## src/sv/pdr_pkg.sv

```systemverilog
// Package for the deterministic particle resampler.
// Field widths, register addresses, controller states and the command and
// status bundles shared by the controller and the datapath.
package pdr_pkg;

   // Field widths
   localparam int WEIGHT_W = 17;   // unsigned Q1.16, 65536 is one
   localparam int IDX_W    = 6;    // particle and slot index
   localparam int CNT_W    = 7;    // particle count, up to 64
   localparam int COPY_W   = 8;    // copies of one particle, up to 128
   localparam int PROD_W   = WEIGHT_W + CNT_W;

   // Rounding constant for the copy count (one half in Q0.16)
   localparam logic [PROD_W-1:0] ROUND_HALF = PROD_W'(32768);

   // Configuration port
   localparam int CSR_ADDR_W = 3;
   localparam int CSR_DATA_W = 32;
   localparam logic [CNT_W-1:0] COUNT_RESET = CNT_W'(64);

   // Register index, taken from paddr[2]
   typedef enum logic {
      REG_PARTICLE_COUNT = 1'b0,
      REG_UNUSED         = 1'b1
   } pdr_reg_type;

   // Controller states
   typedef enum logic [1:0] {
      ST_IDLE,
      ST_EMIT,
      ST_FILL
   } pdr_state_type;

   // Controller to datapath
   typedef struct packed {
      logic load;      // take a weight
      logic step;      // a result transaction completed
      logic sel_best;  // results come from the first maximum
      logic finish;    // set complete, clear set state
   } pdr_cmd_type;

   // Datapath to controller
   typedef struct packed {
      logic emit_avail;  // copies pending and slots left
      logic full;        // all slots of the set filled
      logic last;        // current weight is the last of the set
   } pdr_status_type;

endpackage

```

## src/sv/pdr_if.sv

```systemverilog
// Channel interfaces of the deterministic particle resampler.
// Weight channel, result channel and APB-style register bus; uses pdr_pkg.
interface pdr_req_if;
   logic                          valid;
   logic                          ready;
   logic [pdr_pkg::WEIGHT_W-1:0] weight;

   modport source (output valid, output weight, input ready);
   modport sink (input valid, input weight, output ready);
endinterface

interface pdr_rsp_if;
   logic                       valid;
   logic                       ready;
   logic [pdr_pkg::IDX_W-1:0] source_index;
   logic [pdr_pkg::IDX_W-1:0] slot_index;
   logic                       set_done;

   modport source (output valid, output source_index, output slot_index,
                   output set_done, input ready);
   modport sink (input valid, input source_index, input slot_index,
                 input set_done, output ready);
endinterface

interface pdr_csr_if;
   logic                            psel;
   logic                            penable;
   logic                            pwrite;
   logic [pdr_pkg::CSR_ADDR_W-1:0] paddr;
   logic [pdr_pkg::CSR_DATA_W-1:0] pwdata;
   logic [pdr_pkg::CSR_DATA_W-1:0] prdata;
   logic                            pready;

   modport source (output psel, output penable, output pwrite, output paddr,
                   output pwdata, input prdata, input pready);
   modport sink (input psel, input penable, input pwrite, input paddr,
                 input pwdata, output prdata, output pready);
endinterface

```

## src/sv/pdr_ctrl.sv

```systemverilog
// Controller of the deterministic particle resampler.
// Sequences weight intake, copy emission and the final slot fill; uses pdr_pkg.
module pdr_ctrl (
   input  logic                    clock,
   input  logic                    reset,
   input  logic                    req_valid,
   output logic                    req_ready,
   output logic                    rsp_valid,
   input  logic                    rsp_ready,
   input  pdr_pkg::pdr_status_type status,
   output pdr_pkg::pdr_cmd_type    cmd
);

   pdr_pkg::pdr_state_type state_ff, state_in;

   // State register
   always_ff @(posedge clock) begin
      if (reset) begin
         state_ff <= pdr_pkg::ST_IDLE;
      end else begin
         state_ff <= state_in;
      end
   end

   // Next state
   always_comb begin
      state_in = state_ff;
      unique case (state_ff)
         pdr_pkg::ST_IDLE: begin
            if (req_valid) state_in = pdr_pkg::ST_EMIT;
         end
         pdr_pkg::ST_EMIT: begin
            if (!status.emit_avail) begin
               state_in = status.last ? pdr_pkg::ST_FILL : pdr_pkg::ST_IDLE;
            end
         end
         pdr_pkg::ST_FILL: begin
            if (status.full) state_in = pdr_pkg::ST_IDLE;
         end
         default: state_in = pdr_pkg::ST_IDLE;
      endcase
   end

   // Outputs
   always_comb begin
      req_ready    = 1'b0;
      rsp_valid    = 1'b0;
      cmd          = '0;
      unique case (state_ff)
         pdr_pkg::ST_IDLE: begin
            req_ready = 1'b1;
            cmd.load  = req_valid;
         end
         pdr_pkg::ST_EMIT: begin
            rsp_valid = status.emit_avail;
            cmd.step  = status.emit_avail && rsp_ready;
         end
         pdr_pkg::ST_FILL: begin
            rsp_valid    = !status.full;
            cmd.sel_best = 1'b1;
            cmd.step     = !status.full && rsp_ready;
            cmd.finish   = status.full;
         end
         default: begin
            req_ready = 1'b0;
         end
      endcase
   end

   // Intake and emission never overlap
   a_no_overlap: assert property (@(posedge clock) disable iff (reset)
      !(req_ready && rsp_valid))
      else $error("pdr_ctrl: input ready while a result is offered");

   // A finished set always returns to intake
   a_finish_idle: assert property (@(posedge clock) disable iff (reset)
      cmd.finish |=> req_ready)
      else $error("pdr_ctrl: no intake after set completion");

   // Filling only starts on the last weight of a set
   a_fill_last: assert property (@(posedge clock) disable iff (reset)
      (state_ff == pdr_pkg::ST_EMIT && state_in == pdr_pkg::ST_FILL) |-> status.last)
      else $error("pdr_ctrl: fill entered before the last weight");

endmodule

```

## src/sv/pdr_dp.sv

```systemverilog
// Datapath of the deterministic particle resampler.
// Count register, copy multiplier, slot counter and first-maximum tracker;
// uses pdr_pkg.
module pdr_dp #(
   parameter int MAX_PARTICLES = 64
) (
   input  logic                             clock,
   input  logic                             reset,
   input  pdr_pkg::pdr_cmd_type             cmd,
   output pdr_pkg::pdr_status_type          status,
   input  logic                             cfg_wr,
   input  logic [pdr_pkg::CNT_W-1:0]        cfg_count,
   output logic [pdr_pkg::CNT_W-1:0]        count_reg,
   input  logic [pdr_pkg::WEIGHT_W-1:0]     weight,
   output logic [pdr_pkg::IDX_W-1:0]        source_index,
   output logic [pdr_pkg::IDX_W-1:0]        slot_index,
   output logic                             set_done
);

   localparam int CW = pdr_pkg::CNT_W;
   localparam int PW = pdr_pkg::PROD_W;
   localparam logic [CW-1:0] MAX_CNT = CW'(MAX_PARTICLES);

   logic [CW-1:0]                count_ff, count_in;
   logic [pdr_pkg::IDX_W-1:0]    pos_ff, pos_in;
   logic [pdr_pkg::IDX_W-1:0]    cur_pos_ff, cur_pos_in;
   logic [CW-1:0]                slots_ff, slots_in;
   logic [pdr_pkg::COPY_W-1:0]   copies_ff, copies_in;
   logic                         last_ff, last_in;
   logic [pdr_pkg::WEIGHT_W-1:0] best_w_ff, best_w_in;
   logic [pdr_pkg::IDX_W-1:0]    best_pos_ff, best_pos_in;

   logic [CW-1:0] cnt_act;
   logic [PW-1:0] product;
   logic [PW-1:0] rounded;
   logic [CW-1:0] pos_next;
   logic [CW-1:0] slots_next;

   // Active count: zero means one, clamp at the maximum
   always_comb begin
      priority if (count_ff == '0) cnt_act = CW'(1);
      else if (count_ff > MAX_CNT) cnt_act = MAX_CNT;
      else                         cnt_act = count_ff;
   end

   // Copies = round(weight * count), half up
   assign product    = PW'(weight) * PW'(cnt_act);
   assign rounded    = product + pdr_pkg::ROUND_HALF;
   assign pos_next   = CW'(pos_ff) + CW'(1);
   assign slots_next = slots_ff + CW'(1);

   // Next-state logic
   always_comb begin
      count_in    = count_ff;
      pos_in      = pos_ff;
      cur_pos_in  = cur_pos_ff;
      slots_in    = slots_ff;
      copies_in   = copies_ff;
      last_in     = last_ff;
      best_w_in   = best_w_ff;
      best_pos_in = best_pos_ff;
      if (cmd.load) begin
         cur_pos_in = pos_ff;
         pos_in     = pos_next[pdr_pkg::IDX_W-1:0];
         copies_in  = rounded[PW-1:16];
         last_in    = (pos_next >= cnt_act);
         // First maximum: strict compare keeps the earliest
         if (pos_ff == '0 || weight > best_w_ff) begin
            best_w_in   = weight;
            best_pos_in = pos_ff;
         end
      end
      if (cmd.step) begin
         slots_in = slots_next;
         if (!cmd.sel_best) copies_in = copies_ff - pdr_pkg::COPY_W'(1);
      end
      if (cmd.finish || cfg_wr) begin
         pos_in      = '0;
         slots_in    = '0;
         best_w_in   = '0;
         best_pos_in = '0;
      end
      if (cfg_wr) count_in = cfg_count;
   end

   // Control registers
   always_ff @(posedge clock) begin
      if (reset) begin
         count_ff    <= pdr_pkg::COUNT_RESET;
         pos_ff      <= '0;
         slots_ff    <= '0;
         copies_ff   <= '0;
         best_w_ff   <= '0;
         best_pos_ff <= '0;
      end else begin
         count_ff    <= count_in;
         pos_ff      <= pos_in;
         slots_ff    <= slots_in;
         copies_ff   <= copies_in;
         best_w_ff   <= best_w_in;
         best_pos_ff <= best_pos_in;
      end
   end

   // Per-item payload registers
   always_ff @(posedge clock) begin
      cur_pos_ff <= cur_pos_in;
      last_ff    <= last_in;
   end

   // Status and result fields
   assign status.emit_avail = (copies_ff != '0) && (slots_ff < cnt_act);
   assign status.full       = (slots_ff >= cnt_act);
   assign status.last       = last_ff;
   assign source_index      = cmd.sel_best ? best_pos_ff : cur_pos_ff;
   assign slot_index        = slots_ff[pdr_pkg::IDX_W-1:0];
   assign set_done          = (slots_next == cnt_act);
   assign count_reg         = count_ff;

   // Never more slots than particles
   a_slots_bound: assert property (@(posedge clock) disable iff (reset)
      slots_ff <= cnt_act)
      else $error("pdr_dp: slot counter passed the particle count");

   // An emitted copy consumes a pending copy
   a_copy_pending: assert property (@(posedge clock) disable iff (reset)
      (cmd.step && !cmd.sel_best) |-> copies_ff != '0)
      else $error("pdr_dp: copy emitted with none pending");

   // Intake and emission are never commanded together
   a_load_step: assert property (@(posedge clock) disable iff (reset)
      !(cmd.load && cmd.step))
      else $error("pdr_dp: load and step in the same cycle");

endmodule

```

## src/sv/particle_deterministic_resampler.sv

```systemverilog
// Deterministic particle resampler, top level.
// Channels: req_ch carries one normalized weight (unsigned Q1.16) per
// transaction in particle order; rsp_ch returns one (source_index,
// slot_index, set_done) per filled slot of the new set; csr_bus is an
// APB-style port with particle_count at byte address 0.
// Each weight yields round(weight * count) copies of its index while slots
// remain. After the last weight of a set, remaining slots get the index of
// the first maximum weight, and set_done marks the final slot.
// Timing: a weight is taken while idle; any first result is offered the
// next cycle, and results then follow as rsp_ch takes them, until no copy
// is pending or no slot is left. After the last weight of a set, the fill
// state ends the set once all slots are full. The controller works on one
// weight at a time; req_ch is ready only while no result is pending.
// Reset (synchronous, active high) sets particle_count to 64 and clears the
// set. Writing particle_count restarts the set; write only while idle.
// A stalled rsp_ch holds the current result and the block waits.
module particle_deterministic_resampler #(
   parameter int MAX_PARTICLES = 64
) (
   input logic          clock,
   input logic          reset,
   pdr_req_if.sink      req_ch,
   pdr_rsp_if.source    rsp_ch,
   pdr_csr_if.sink      csr_bus
);

   pdr_pkg::pdr_cmd_type    cmd;
   pdr_pkg::pdr_status_type status;
   logic                         cfg_wr;
   logic [pdr_pkg::CNT_W-1:0]    count_reg;
   pdr_pkg::pdr_reg_type         reg_sel;

   // Register decode
   assign reg_sel = pdr_pkg::pdr_reg_type'(csr_bus.paddr[2]);
   assign cfg_wr  = csr_bus.psel && csr_bus.penable && csr_bus.pwrite
                    && (reg_sel == pdr_pkg::REG_PARTICLE_COUNT);
   assign csr_bus.pready = 1'b1;
   assign csr_bus.prdata = (reg_sel == pdr_pkg::REG_PARTICLE_COUNT)
                           ? pdr_pkg::CSR_DATA_W'(count_reg) : '0;

   pdr_ctrl u_ctrl (
      .clock     (clock),
      .reset     (reset),
      .req_valid (req_ch.valid),
      .req_ready (req_ch.ready),
      .rsp_valid (rsp_ch.valid),
      .rsp_ready (rsp_ch.ready),
      .status    (status),
      .cmd       (cmd)
   );

   pdr_dp #(
      .MAX_PARTICLES (MAX_PARTICLES)
   ) u_dp (
      .clock        (clock),
      .reset        (reset),
      .cmd          (cmd),
      .status       (status),
      .cfg_wr       (cfg_wr),
      .cfg_count    (csr_bus.pwdata[pdr_pkg::CNT_W-1:0]),
      .count_reg    (count_reg),
      .weight       (req_ch.weight),
      .source_index (rsp_ch.source_index),
      .slot_index   (rsp_ch.slot_index),
      .set_done     (rsp_ch.set_done)
   );

endmodule
```

## src/flat_wrapper.sv

```systemverilog
// flat-port wrapper written by rule: the top's interface ports become plain ports
module particle_deterministic_resampler_flat 
#(
   parameter int MAX_PARTICLES = 64
)
  (clock, reset, req_ch_valid, req_ch_weight, req_ch_ready, rsp_ch_valid, rsp_ch_source_index, rsp_ch_slot_index, rsp_ch_set_done, rsp_ch_ready, csr_bus_psel, csr_bus_penable, csr_bus_pwrite, csr_bus_paddr, csr_bus_pwdata, csr_bus_prdata, csr_bus_pready);
  pdr_req_if req_ch_i ();
  pdr_rsp_if rsp_ch_i ();
  pdr_csr_if csr_bus_i ();
  input logic clock;
  input logic reset;
  input wire logic [$bits(req_ch_i.valid)-1:0] req_ch_valid;
  input wire logic [$bits(req_ch_i.weight)-1:0] req_ch_weight;
  output wire logic [$bits(req_ch_i.ready)-1:0] req_ch_ready;
  output wire logic [$bits(rsp_ch_i.valid)-1:0] rsp_ch_valid;
  output wire logic [$bits(rsp_ch_i.source_index)-1:0] rsp_ch_source_index;
  output wire logic [$bits(rsp_ch_i.slot_index)-1:0] rsp_ch_slot_index;
  output wire logic [$bits(rsp_ch_i.set_done)-1:0] rsp_ch_set_done;
  input wire logic [$bits(rsp_ch_i.ready)-1:0] rsp_ch_ready;
  input wire logic [$bits(csr_bus_i.psel)-1:0] csr_bus_psel;
  input wire logic [$bits(csr_bus_i.penable)-1:0] csr_bus_penable;
  input wire logic [$bits(csr_bus_i.pwrite)-1:0] csr_bus_pwrite;
  input wire logic [$bits(csr_bus_i.paddr)-1:0] csr_bus_paddr;
  input wire logic [$bits(csr_bus_i.pwdata)-1:0] csr_bus_pwdata;
  output wire logic [$bits(csr_bus_i.prdata)-1:0] csr_bus_prdata;
  output wire logic [$bits(csr_bus_i.pready)-1:0] csr_bus_pready;
  assign req_ch_i.valid = req_ch_valid;
  assign req_ch_i.weight = req_ch_weight;
  assign req_ch_ready = req_ch_i.ready;
  assign rsp_ch_valid = rsp_ch_i.valid;
  assign rsp_ch_source_index = rsp_ch_i.source_index;
  assign rsp_ch_slot_index = rsp_ch_i.slot_index;
  assign rsp_ch_set_done = rsp_ch_i.set_done;
  assign rsp_ch_i.ready = rsp_ch_ready;
  assign csr_bus_i.psel = csr_bus_psel;
  assign csr_bus_i.penable = csr_bus_penable;
  assign csr_bus_i.pwrite = csr_bus_pwrite;
  assign csr_bus_i.paddr = csr_bus_paddr;
  assign csr_bus_i.pwdata = csr_bus_pwdata;
  assign csr_bus_prdata = csr_bus_i.prdata;
  assign csr_bus_pready = csr_bus_i.pready;
  particle_deterministic_resampler #(.MAX_PARTICLES(MAX_PARTICLES)) u_core (.clock(clock), .reset(reset), .req_ch(req_ch_i), .rsp_ch(rsp_ch_i), .csr_bus(csr_bus_i));
endmodule
```

## config.mk

```make
export PLATFORM = sky130hd
export DESIGN_NAME = particle_deterministic_resampler_flat
export DESIGN_NICKNAME = d
export VERILOG_FILES = /design/src/sv/pdr_pkg.sv /design/src/sv/pdr_if.sv /design/src/sv/pdr_ctrl.sv /design/src/sv/pdr_dp.sv /design/src/sv/particle_deterministic_resampler.sv /design/src/flat_wrapper.sv
export SDC_FILE = /design/constraint.sdc
export NUM_CORES = 1
export LEC_CHECK = 0
export ABC_AREA = 1
export BUFFER_PORTS_ARGS = -buffer_cell sky130_fd_sc_hd__buf_2
export CELL_PAD_IN_SITES_DETAIL_PLACEMENT = 1
export CELL_PAD_IN_SITES_GLOBAL_PLACEMENT = 1
export CORE_UTILIZATION = 47
export DETAILED_ROUTE_END_ITERATION = 16
export PLACE_DENSITY = 0.95
export SYNTH_ARGS = -nofsm -noshare
export SYNTH_HDL_FRONTEND = slang
export SYNTH_SLANG_ARGS = --single-unit
export TNS_END_PERCENT = 50
```

## constraint.sdc

```tcl
create_clock -name clock -period 9.7 [get_ports clock]
set_input_delay 1.94 -clock clock [delete_from_list [all_inputs] [get_ports clock]]
set_output_delay 1.94 -clock clock [all_outputs]
set_load 0.05 [all_outputs]
```

Yosys cells after proc, flatten, opt, wreduce, memory -nomap -nowiden. Index checks and enable logic that the tools add are counted.

Add/subtract/negate cells: 4. Multiply operators: 1. Magnitude comparators: 5. Equality and inequality tests: 6. Muxes and demuxes: 17. Bitwise gates (word level): 1. Reductions and logical operators: 16.

Operators with widths (count): 24-bit by 16-bit adder with 24-bit output (second input constant) (1); 17-bit by 7-bit multiplier with 24-bit output (1); 8-bit two-way mux (3); 7-bit two-way mux (3); 17-bit greater-than comparator (1); 7-bit greater-or-equal comparator (2); 2-bit two-way mux (5); 8-bit nonzero test (1); 8-bit by 1-bit subtractor with 8-bit output (second input constant) (1); 6-bit by 1-bit adder with 7-bit output (second input constant) (1); 7-bit by 1-bit adder with 7-bit output (second input constant) (1); 7-bit == test (1); 7-bit greater-than comparator (second input constant) (1); 7-bit logical NOT (1); 7-bit < comparator (1); 1-bit logical AND (6); 6-bit logical NOT (1); 6-bit two-way mux (1); 2-bit != test (second input constant) (3); 2-bit one-hot mux with 3 select lines (1); 1-bit one-hot mux with 2 select lines (2); 3-bit AND reduction (1); 2-bit by 1-bit == test with 1-bit output (second input constant) (1); 2-bit == test (second input constant) (1); 7 further kinds (9).

Flip-flop bits (word level): 60. Output and inout port bits: 48. Word-level logic and storage cells: 59.

Depth between registers and ports, before layout.
Depth after elaboration: 8. Depth in mapped cells: 27. Gate-level depth less buffers: 27.

Hierarchy. A second synthesis with hierarchy kept.

Cell total of the unflattened synthesis: 1114. Area, all modules: 7842.5 um^2.

Modules (own cells, without submodules): pdr_dp (times used 1, cells each 1036, area an instance 7359.6 um^2); particle_deterministic_resampler (times used 1, cells each 47, area an instance 286.5 um^2); pdr_ctrl (times used 1, cells each 31, area an instance 196.4 um^2).

Worst setup path after synthesis. OpenSTA, ideal clock, no wires.

Path type: input port to flip-flop. Start: in req_ch_weight[12]. End: reg u_core.u_dp.copies_ff[6] in the netlist's numbering. Setup time: 0.070 ns. Arrival time: 5.607 ns. Required time: 9.630 ns. Setup slack: 4.023 ns. Stages: 19. Cells stage by stage: inv_1 -> nor2_1 -> fa_1 -> inv_1 -> fa_1 -> inv_1 -> fa_1 -> inv_1 -> fa_1 -> inv_1 -> ha_1 -> a21oi_1 -> o21ai_0 -> a21oi_1 -> a21boi_0 -> nand2_1 -> nand2_1 -> nand3_1 -> a21oi_1.

Cells in the longest elaborated chain, start to end: 5.

Ends and longest elaborated chain: start, declared (line flat_wrapper.sv:13) `input wire logic [$bits(req_ch_i.weight)-1:0] req_ch_weight;`; 17-bit by 7-bit multiplier with 24-bit output (*) (line pdr_dp.sv:47) `assign product = PW'(weight) * PW'(cnt_act);`; 24-bit by 16-bit adder with 24-bit output (*) (line pdr_dp.sv:48) `assign rounded = product + pdr_pkg::ROUND_HALF;`; 8-bit two-way mux (*) (line pdr_dp.sv:62) `if (cmd.load) begin`; 8-bit two-way mux (line pdr_dp.sv:75) `if (!cmd.sel_best) copies_in = copies_ff - pdr_pkg::COPY_W'(1);`; 8-bit two-way mux (*) (line pdr_dp.sv:73) `if (cmd.step) begin`; end signal, assigned (line pdr_dp.sv:99) `copies_ff <= copies_in;`; end, declared (line pdr_dp.sv:28) `logic [pdr_pkg::COPY_W-1:0] copies_ff, copies_in;`.

Mark *: on every way between the ends. The rest lies on a longest branch, timed or not. A chain may end at the register's enable or synchronous reset.

Final worst setup path.
Start: reg u_core.u_dp.count_ff[6] (netlist: u_core.u_dp.count_reg[6]). End: reg u_core.u_dp.copies_ff[5] in the netlist's numbering.

Cells in the longest elaborated chain, start to end: 8. Elaborated cells on any way between the ends: 16. Those cells by class: add/sub (1); mul (1); order compare (3); mux (6); reduce/logical (5).

Ends and longest elaborated chain: start, declared (line pdr_dp.sv:24) `logic [CW-1:0] count_ff, count_in;`; start signal, assigned (line pdr_dp.sv:89) `count_ff <= pdr_pkg::COUNT_RESET;`; start signal, assigned (line pdr_dp.sv:96) `count_ff <= count_in;`; 7-bit greater-than comparator (line pdr_dp.sv:42) `else if (count_ff > MAX_CNT) cnt_act = MAX_CNT;`; 7-bit two-way mux (line pdr_dp.sv:42); 7-bit two-way mux (*) (line pdr_dp.sv:41) `priority if (count_ff == '0) cnt_act = CW'(1);`; 17-bit by 7-bit multiplier with 24-bit output, or another cell as far along (line pdr_dp.sv:47); 24-bit by 16-bit adder with 24-bit output, or another cell as far along (line pdr_dp.sv:48); 8-bit two-way mux, or another cell as far along (line pdr_dp.sv:62); 8-bit two-way mux or 1-bit one-hot mux with 2 select lines (tied branches) (line pdr_dp.sv:75, pdr_ctrl.sv:49); 8-bit two-way mux (*) (line pdr_dp.sv:73).

Marks and branches as above.

==> key figures <==
Power and ir drop
  • Psw: about 0.48 mW
  • PD cells: 132.1 mW/mm^2
  • Clock Power Share: 28.5%
  • Worst vdd ir: 79.02 uV
  • Sequential share of power: approximately 28%
  • Combinational cell fraction of total power: a little over two fifths
  • Pleak: about 4.5 nW
  • Cell Int Power: ~0.6 mW
  • Switching share of power: 43.73%

STA
  • Final Skew: between 0.01 and 0.015 ns
  • Final worst path period share: 65.83%
  • Final Hold Vio Count: 0
  • Sum Neg Setup Slack: 0 ns
  • Final setup violation count: 0
  • Slew headroom: between 50 and 60%
  • RSZ-0062 raised after global routing: no
  • Setup slack after layout: 3.315 ns
  • Worst slew pin tran: ~0.7 ns
  • Slew Viols, Final: 0
  • Min Hold Slack: 0.4549 ns
  • Fin crit period: about 6.4 ns
  • Maximum clock frequency: roughly 160 MHz

Hold path
  • Hold Path Class: reg -> reg
  • Hold Path Cell Cnt: 2

Drt
  • DRT antenna net count: 0
  • Met2 Wirelength: roughly 13 mm
  • Wire length per cell: 19.89 um
  • Via/cell ratio: between 5 and 6
  • WL met3: between 1 and 1.5 mm
  • Met1 WL: 9.842 mm
  • Initial DRC Count: between 400 and 500
  • First-pass DRT Iterations: 7
  • Routed Wire Length: around 26 mm
  • DRC Markers: 0
  • Vias post-DR: between 7,000 and 8,000
  • Highest routed layer: met4

Setup path
  • Critical-path maximum fanout: 19
  • Crit path arrival time: between 6 and 7 ns
  • R2R Path Start: u_core.u_dp.count_reg[6]
  • Critical path endpoint category: flop
  • Reg2reg end: u_core.u_dp.copies_ff[5]
  • Crit path to: u_core.u_dp.copies_ff[5]
  • R2R setup slack: ~3.3 ns
  • Setup CP Type: reg -> reg
  • Crit path from: u_core.u_dp.count_reg[6]
  • Worst Path Required: between 9 and 10 ns
  • Worst setup SP type: flop
  • R2R cell count: 20

Synth
  • Main combinational cell family by area after synthesis: adder cells
  • Async SR Flop Fraction: 0%
  • Yosys warning total: 0
  • Synth unique cells: 45
  • Cell count after synthesis: roughly 1,100
  • Post-Syn Area per Cell: 7.348 um^2
  • Synth Area in Simple Gates: 19.12%
  • Post-Synth XOR/XNOR Area: under 10%
  • Seq cells post-synth: 60
  • Synthesized area: between 0.007 and 0.008 mm^2
  • Multiplexer share of the synthesized area: 0%
  • Complex-gate fraction of the synthesized area: between 10 and 15%
  • Post-synthesis sequential area ratio: 16.45%
  • Adder-cell area share of the yosys netlist: about a third
  • Post-synth EDFFs: 7
  • Predominant post-synthesis flop cell: dfxtp_1

Floorplan
  • IO Count: ~110
  • Num rows: between 40 and 50
  • Chip Width: 130.2 um
  • Core box area: between 0.015 and 0.02 mm^2
  • Die area: about 0.017 mm^2
  • Die Y: between 100 and 150 um
  • Initial core utilization: between 40% and 50%

Global routing
  • Vias in the first global route: 7,998
  • Largest net degree at the start of global routing: 46
  • Overall Global Routing Usage: 32.28%
  • Global-route wire length before repair: between 40 and 50 mm
  • Antenna violations before repair: 0
  • Remaining Overflow, GRT: 0

Flow run
  • Max-Cap Viols: 0

Cells and area
  • Largest register FFs: 17
  • Layout area overhead: 7.171%
  • N_diodes: 0
  • Biggest register: u_core.u_dp.best_w_ff
  • Biggest regs: u_core.u_dp.best_w_ff: 17 flops, u_core.u_dp.copies_ff: 8 flops
  • Share of cells above drive strength 1: between 8 and 9%
  • Fillcell total: around 2,100
  • Nets: 1,309

Place
  • Input/output buffers: 53
  • Setup WS pre-CTS: approximately 3.3 ns
  • Placer Congestion: between 0.8 and 0.9
  • Detailed Place HPWL: roughly 19 mm

Outcome
  • Run status: finished clean

Clock tree
  • H-tree Lvls: 3
  • Clock slew at reported path FFs: around 0.060 ns
  • Root buffer cell: clkbuf_16
  • Inserted Clock Buffers: 9
  • Largest buffer count on any clock path: 2
  • # hold bufs at CTS: 0
  • Setup bufs post-CTS: 0
  • CTS tree: done
  • Clk sinks: 60
  • Resized Gates After CTS: 0
  • Worst-Skew Late Latency: between 0.3 and 0.4 ns
## cell usage after synthesis, types with 7 or more instances
cell | instances | share of area [%]
edfxtp_1 | 7 | 2.7
clkbuf_1 | 12 | 0.58
o21ai_0 | 50 | 3.2
buf_4 | 32 | 3.1
nor2_1 | 142 | 6.9
xor2_1 | 19 | 2.2
fa_1 | 74 | 19
nand2_1 | 143 | 6.9
nand4_1 | 13 | 1.1
ha_1 | 91 | 15
inv_1 | 219 | 11
nand3_1 | 22 | 1.4
a21oi_1 | 75 | 4.9
o21ai_1 | 18 | 1.2
dfxtp_1 | 53 | 14
## cell type report
| cell class | instances | area [um^2] | area share [%] |
|---|---|---|---|
| sequential | 60 | 1271 | 15.35 |
| timing repair buffer | 56 | 287.8 | 3.474 |
| clock inverter | 4 | 25.02 | 0.3021 |
| multi-input combinational | 736 | 5340 | 64.46 |
| tap | 216 | 270.3 | 3.262 |
| clock buffer | 12 | 256.5 | 3.096 |
| inverter | 222 | 833.3 | 10.06 |
## layer usage
| layer | vias up | track usage, % |
|---|---|---|
| met5 | - | 0 |
| met4 | 0 | 20.25 |
| met3 | 113 | 5.822 |
| met2 | 316 | 58.17 |
| met1 | 3624 | 34.94 |
| li1 | 3288 | - |
## stage by stage
stage / util [%] / std cells / power (mW) / instance area, um^2
2_1_floorplan: - / 1076 / 0.6573 / 7820
3_3_place_gp: 50.20 / 1290 / 0.7230 / 8003
3_5_place_dp: 50.20 / 1290 / 0.7598 / 8003
4_1_cts: 51.96 / 1306 / 1.089 / 8284
5_1_grt: 51.96 / 1306 / 1.155 / 8284
6_report: 51.96 / 1306 / 1.095 / 8284
## power groups by stage
stage	clock network, mW	registers (mW)	logic (mW)
4_1_cts	0.313	0.311	0.465
3_5_place_dp	0	0.315	0.445
5_1_grt	0.323	0.315	0.517
3_3_place_gp	0	0.312	0.411
6_report	0.312	0.312	0.470
2_1_floorplan	0	0.306	0.351
## worst min-delay path by stage
| stage | to | startpoint | slack [ns] |
|---|---|---|---|
| 2_1_floorplan | u_core.u_dp.cur_pos_ff[2] | u_core.u_dp.pos_ff[2] | 0.41 |
| 3_3_place_gp | u_core.u_dp.best_pos_ff[3] | u_core.u_dp.best_pos_ff[3] | 0.44 |
| 3_5_place_dp | u_core.u_dp.best_pos_ff[4] | u_core.u_dp.best_pos_ff[4] | 0.45 |
| 4_1_cts | u_core.u_dp.best_pos_ff[4] | u_core.u_dp.best_pos_ff[4] | 0.46 |
| 5_1_grt | u_core.u_dp.best_pos_ff[1] | u_core.u_dp.best_pos_ff[1] | 0.49 |
| 6_report | u_core.u_dp.best_pos_ff[4] | u_core.u_dp.best_pos_ff[4] | 0.45 |
## cell families (layout without fill, tap and decap cells)
kind of cell	after synthesis	count (layout)
xor+xnor	21	21
flops	60	60
compound gates	175	175
simple gates	349	349
buf+inv	280	294
other cells	2	26
fa+ha+maj	165	165
## worst max-delay path, cell delays in order (launching register included)
cell      delay, ns
dfxtp_1        0.39
buf_4          0.25
nor2_1         0.41
clkinv_1       0.63
nor2_1         0.48
fa_1           0.54
fa_1           0.57
fa_1           0.61
inv_1          0.09
fa_1           0.57
inv_1          0.06
ha_1           0.36
nand2_1        0.12
nor2_1         0.17
inv_1          0.09
nor3_1         0.20
nand2_1        0.10
o21ai_2        0.18
xor2_1         0.16
nand2_1        0.06
a31oi_1        0.23
## cell usage in the layout, fill, tap and decap left out, drive strengths merged, types with 7 or more instances in the layout
master | synthesis | layout
inv | 221 | 221
nand2 | 149 | 149
nor2 | 147 | 147
ha | 91 | 91
a21oi | 75 | 75
fa | 74 | 74
o21ai | 70 | 70
buf | 46 | 56
dfxtp | 53 | 53
conb | 2 | 26
nand3 | 23 | 23
xor2 | 19 | 19
nand4 | 13 | 13
clkbuf | 12 | 12
edfxtp | 7 | 7
(Power assumes the default switching activity.)
